### src/sv/psor_pkg.sv
`timescale 1ns / 1ps
// shared constants and codes for the red-black sor poisson block
// no dependencies
package psor_pkg;

	localparam int PSOR_MAX_SIDE = 64;
	localparam int DATA_W        = 32;
	localparam int GAMMA_W       = 18;
	localparam int SWEEP_W       = 16;
	localparam int SIZE_W        = 7;
	localparam int DONE_W        = 17;
	localparam int RELAX_SHIFT   = 18;

	localparam logic [1:0] OP_WRITE  = 2'd0;
	localparam logic [1:0] OP_RUN    = 2'd1;
	localparam logic [1:0] OP_READ   = 2'd2;
	localparam logic [1:0] OP_UNUSED = 2'd3;

	localparam logic [1:0] REG_RELAX  = 2'd0;
	localparam logic [1:0] REG_SWEEPS = 2'd1;
	localparam logic [1:0] REG_SIZE   = 2'd2;

	localparam logic [GAMMA_W-1:0] RELAX_RESET  = 18'd65536;
	localparam logic [SWEEP_W-1:0] SWEEPS_RESET = 16'd1000;
	localparam logic [SIZE_W-1:0]  SIZE_RESET   = 7'd64;

endpackage

### src/sv/psor_update.sv
`timescale 1ns / 1ps
// cell update: laplacian times gamma, floor shift, saturating add
// depends on psor_pkg
module psor_update
	import psor_pkg::*;
(
	input  logic                      clk,
	input  logic signed [DATA_W+1:0]  nb_sum,
	input  logic signed [DATA_W-1:0]  center,
	input  logic        [GAMMA_W-1:0] gamma,
	output logic signed [DATA_W-1:0]  result
);

	localparam int LAP_W  = DATA_W + 3;
	localparam int PROD_W = LAP_W + GAMMA_W + 1;
	localparam int DEL_W  = PROD_W - RELAX_SHIFT;

	logic signed [LAP_W-1:0]  lap;
	logic signed [PROD_W-1:0] prod_s1;
	logic signed [DATA_W-1:0] center_s1;
	logic signed [DEL_W-1:0]  delta;
	logic signed [DEL_W:0]    total;
	logic signed [DATA_W-1:0] sat;

	assign lap = LAP_W'(nb_sum) - (LAP_W'(center) <<< 2);

	// arithmetic shift gives floor for negative products too
	assign delta = DEL_W'(prod_s1 >>> RELAX_SHIFT);
	assign total = (DEL_W+1)'(center_s1) + (DEL_W+1)'(delta);

	always_comb begin
		if (total > (DEL_W+1)'(signed'({1'b0, {(DATA_W-1){1'b1}}}))) begin
			sat = {1'b0, {(DATA_W-1){1'b1}}};
		end else if (total < -(DEL_W+1)'(signed'({1'b0, {(DATA_W-1){1'b1}}})) - 1) begin
			sat = {1'b1, {(DATA_W-1){1'b0}}};
		end else begin
			sat = DATA_W'(total);
		end
	end

	always_ff @(posedge clk) begin
		prod_s1   <= PROD_W'(lap) * PROD_W'(signed'({1'b0, gamma}));
		center_s1 <= center;
		result    <= sat;
	end

endmodule

### config.mk
export PLATFORM = sky130hd
export DESIGN_NAME = psor_update
export DESIGN_NICKNAME = d
export VERILOG_FILES = /design/src/sv/psor_pkg.sv /design/src/sv/psor_update.sv
export SDC_FILE = /design/constraint.sdc
export NUM_CORES = 2
export LEC_CHECK = 0
export ABC_AREA = 1
export BUFFER_PORTS_ARGS = -buffer_cell sky130_fd_sc_hd__buf_4
export CAP_MARGIN = 20
export CORE_MARGIN = 1
export CORE_UTILIZATION = 50
export CTS_CLUSTER_DIAMETER = 40
export DETAILED_ROUTE_END_ITERATION = 7
export PLACE_DENSITY = 0.74
export SLEW_MARGIN = 0
export SYNTH_ARGS = -nofsm -noshare
export SYNTH_HDL_FRONTEND = slang
export SYNTH_SLANG_ARGS = --single-unit
### constraint.sdc
create_clock -name clk -period 15.1 [get_ports clk]
set_input_delay 0.755 -clock clk [delete_from_list [all_inputs] [get_ports clk]]
set_output_delay 0.755 -clock clk [all_outputs]
set_load 0.05 [all_outputs]
==> summary.md <==
| Metric | Value |
|---|---|
| Max Cap Viol | `0` |
| Reg2reg setup slack | `about 12 ns` |
| Worst Clk Skew | `about 0.013 ns` |
| Number of distinct library cells after synthesis | `slightly above 60` |
| Initial antenna violation count | `0` |
| Vias in the first global route | `roughly 26000` |
| Slowest CP cell | `inv_1` |
| Largest delay share family, worst path | `adder cells` |
| DRT antenna net count | `0` |
| Fmax | `118.6 MHz` |
| Crit path top cell by count | `inv_1` |
| Synth Area in Compound Gates | `0.06124` |
| Max incr delay on CP | `0.58 ns` |
| Yosys top cell by area | `fa_1` |
| Die Area | `59730 um^2` |
| Routed WL | `89120 um` |
| Post-Synth Adder-Cell Area | `0.4968` |
| Routed len/inst | `between 15 and 20 um` |
| # Post-CTS Setup Buffers | `0` |
| Worst EP arrival | `~8.7 ns` |
| Max FO, Critical Path | `14` |
| Avg Inst Size Synth | `7.685 um^2` |
| Max-slew headroom | `0.2949` |
| Setup_tns | `0 ns` |
| DR iter-0 viols | `around 2000` |
| Yosys warnings | `0` |
| Synth area leaders | `fa_1, inv_1, nand2_1` |
| Largest net degree at the start of global routing | `36` |
| Post-synthesis xor/xnor area fraction | `0.02444` |
| FFs w/ async S/R, synth | `0` |
| Minimum clock period | `approximately 8.4 ns` |
| Worst R2R Start | `prod_s1[18]` |
| Site Rows | `just under 90` |
| Crit path capture type | `flip-flop` |
| RR Endpoint | `result[13]` |
| Starting density of the core | `0.5073` |
| Antenna diode count | `0` |
| Post-synthesis mux area share | `0` |
| CTS Buf Count | `9` |
| Net Count, Synth | `~4700` |
| Grt ovf | `0` |
| Vias after detailed routing | `approximately 25000` |
| Die Ht | `244.4 um` |
| Overall die width | `244.4 um` |
| Total GRT Usage | `0.3095` |
| CTS Hold Bufs | `0` |
| WS Path Type | `input port to flip-flop` |
| Pins Over Slew Limit | `0` |
| Reg2reg path depth | `17` |
| First-pass GRT wire length | `141400 um` |
| RSZ-0062 raised after global routing | `no` |
| Simple-Gate Fraction of Synth Area | `0.2019` |
| Clock transition at path regs | `approximately 0.07 ns` |
| CTS tree | `done` |
| Longest Clk Path Bufs | `2` |
| Layout cells sized above 1 | `0.06675` |
| Drt drc | `0` |
| Worst Setup Start Kind | `input port` |
| Synth top area share | `0.4129` |
| Main combinational cell family by area after synthesis | `adder cells` |
| Final setup viols | `0` |
| Worst Hold Depth | `1` |
| H-Tree Depth | `3` |
| Status | `completed` |
| RePlAce Congestion | `1.070` |
| Core Box Area | `around 58000 um^2` |
| Post-synth EDFFs | `0` |
| Mapped Area | `29380 um^2` |
| Vias/cell | `between 5 and 6` |
| Tcrit/Tclk final | `0.5584` |
| Cts repair resizes | `0` |
| Drt first pass iters | `6` |
| Final Hold Violating Endpoints | `0` |
| CP Data Required Time | `about 15 ns` |
| Hold Crit Class | `input port to flip-flop` |
| DP HPWL | `approximately 77000 um` |
| I/O pin count | `about 120` |
| Register area share after synthesis | `0.06814` |
| Root buf cell | `clkbuf_16` |
| HP Start | `center[28]` |
| Endpoint, Worst Hold | `center_s1[28]` |
| Final #Nets | `4748` |
| Clock Latency Late Sink | `~0.36 ns` |
| Synth Register Bits | `100` |
| Fill count | `between 5000 and 6000` |
| Synthesized instance count | `3823` |
| Area growth from synthesis to layout | `5.898%` |
| Prevailing post-synth register cell | `dfxtp_1` |
| CTS Sinks | `100` |
| PortBufs | `roughly 120` |
| Worst Tran Pin Value | `1.054 ns` |
| Buffers plus inverters on the worst setup path | `9` |
[sequential cells by signal, indices dropped and copies added (netlist names)]
signal,count
prod_s1,36
center_s1,32
result,32
[per-stage QoR]
stage	hold WS (ns)	std cells	cell area [um^2]	worst slack [ns]	util
2_1_floorplan	0.5062	3823	29380	7.628	-
3_3_place_gp	0.5260	4614	30780	6.543	0.5315
3_5_place_dp	0.5175	4614	30780	6.448	0.5315
4_1_cts	0.4979	4630	31110	6.831	0.5372
5_1_grt	0.4979	4630	31110	6.309	0.5372
6_report	0.5042	4630	31110	6.668	0.5372
[routing by layer]
metal  global-route usage  part of all wire  vias up
li1                     -                 -    11230
met1               0.4021              0.40    12090
met2               0.5099              0.46     1218
met3              0.05235             0.098      180
met4               0.1320             0.047        0
met5                    0                 0        -
[Yosys cell counts (all sizes together), types with 2 or more instances]
| cell type | instances |
|---|---|
| inv | 1012 |
| nand2 | 731 |
| fa | 606 |
| nor2 | 467 |
| ha | 197 |
| nand3 | 162 |
| a21oi | 147 |
| dfxtp | 100 |
| o21ai | 77 |
| clkbuf | 73 |
| xor2 | 40 |
| xnor2 | 30 |
| buf | 29 |
| a31oi | 25 |
| nor3 | 22 |
| a21o | 19 |
| nand4 | 15 |
| or2 | 15 |
| o21bai | 11 |
| o21a | 7 |
| a21boi | 5 |
| nor4 | 5 |
| and3 | 4 |
| clkinv | 4 |
| nand2b | 4 |
| o211ai | 4 |
| a211oi | 3 |
| nand3b | 2 |
| o31ai | 2 |
[cell type report]
class	instances	area [um^2]	share of cell area
clock inverter	5	81.33	0.002614
clock buffer	11	252.7	0.008123
tap	765	957.2	0.03076
inverter	1016	3814	0.1226
timing repair buffer	128	960.9	0.03088
sequential	100	2002	0.06434
multi-input combinational	2605	23050	0.7407
[worst max-delay path by stage]
| stage | from | end | cells past startpoint |
|---|---|---|---|
| final | center[2] | prod_s1[45] | 34 |
| after CTS | center[2] | prod_s1[45] | 32 |
| after detailed placement | center[2] | prod_s1[45] | 32 |
| after global routing | center[2] | prod_s1[52] | 35 |
| after global placement | nb_sum[2] | prod_s1[45] | 32 |
| after floorplan | nb_sum[2] | prod_s1[44] | 31 |
[cells in the final DEF, fill, tap and decap left out, types with 3 or more instances in the layout]
cell and n:
inv_1 1001, nand2_1 714, fa_1 606, nor2_1 431, ha_1 197, nand3_1 151, a21oi_1 141, buf_4 128
dfxtp_1 100, o21ai_0 68, nor2_2 36, xor2_1 35, xnor2_1 27, a31oi_1 24, nor3_1 20, a21o_1 19
nand2_2 15, nand4_1 14, nand3_2 11, inv_2 11, o21bai_1 10, or2_2 10, clkbuf_16 9, o21a_1 7
a21oi_2 6, o21ai_1 5, clkinv_1 4, or2_1 4, nor4_1 4, nand2b_1 4, and3_1 4, xor2_4 3
o211ai_1 3, a21boi_0 3
[cell families (layout without fill, tap and decap cells)]
family,Yosys count,count (layout)
AND/OR/NAND/NOR,1428,1428
buffers and inverters,1118,1160
XOR/XNOR,70,70
adder cells (fa/ha/maj),803,803
AO/OA/AOI/OAI,304,304
flip-flops,100,100
Power is not shown: default switching activity piles up to over one toggle a cycle in this logic, so the estimate is an artifact.
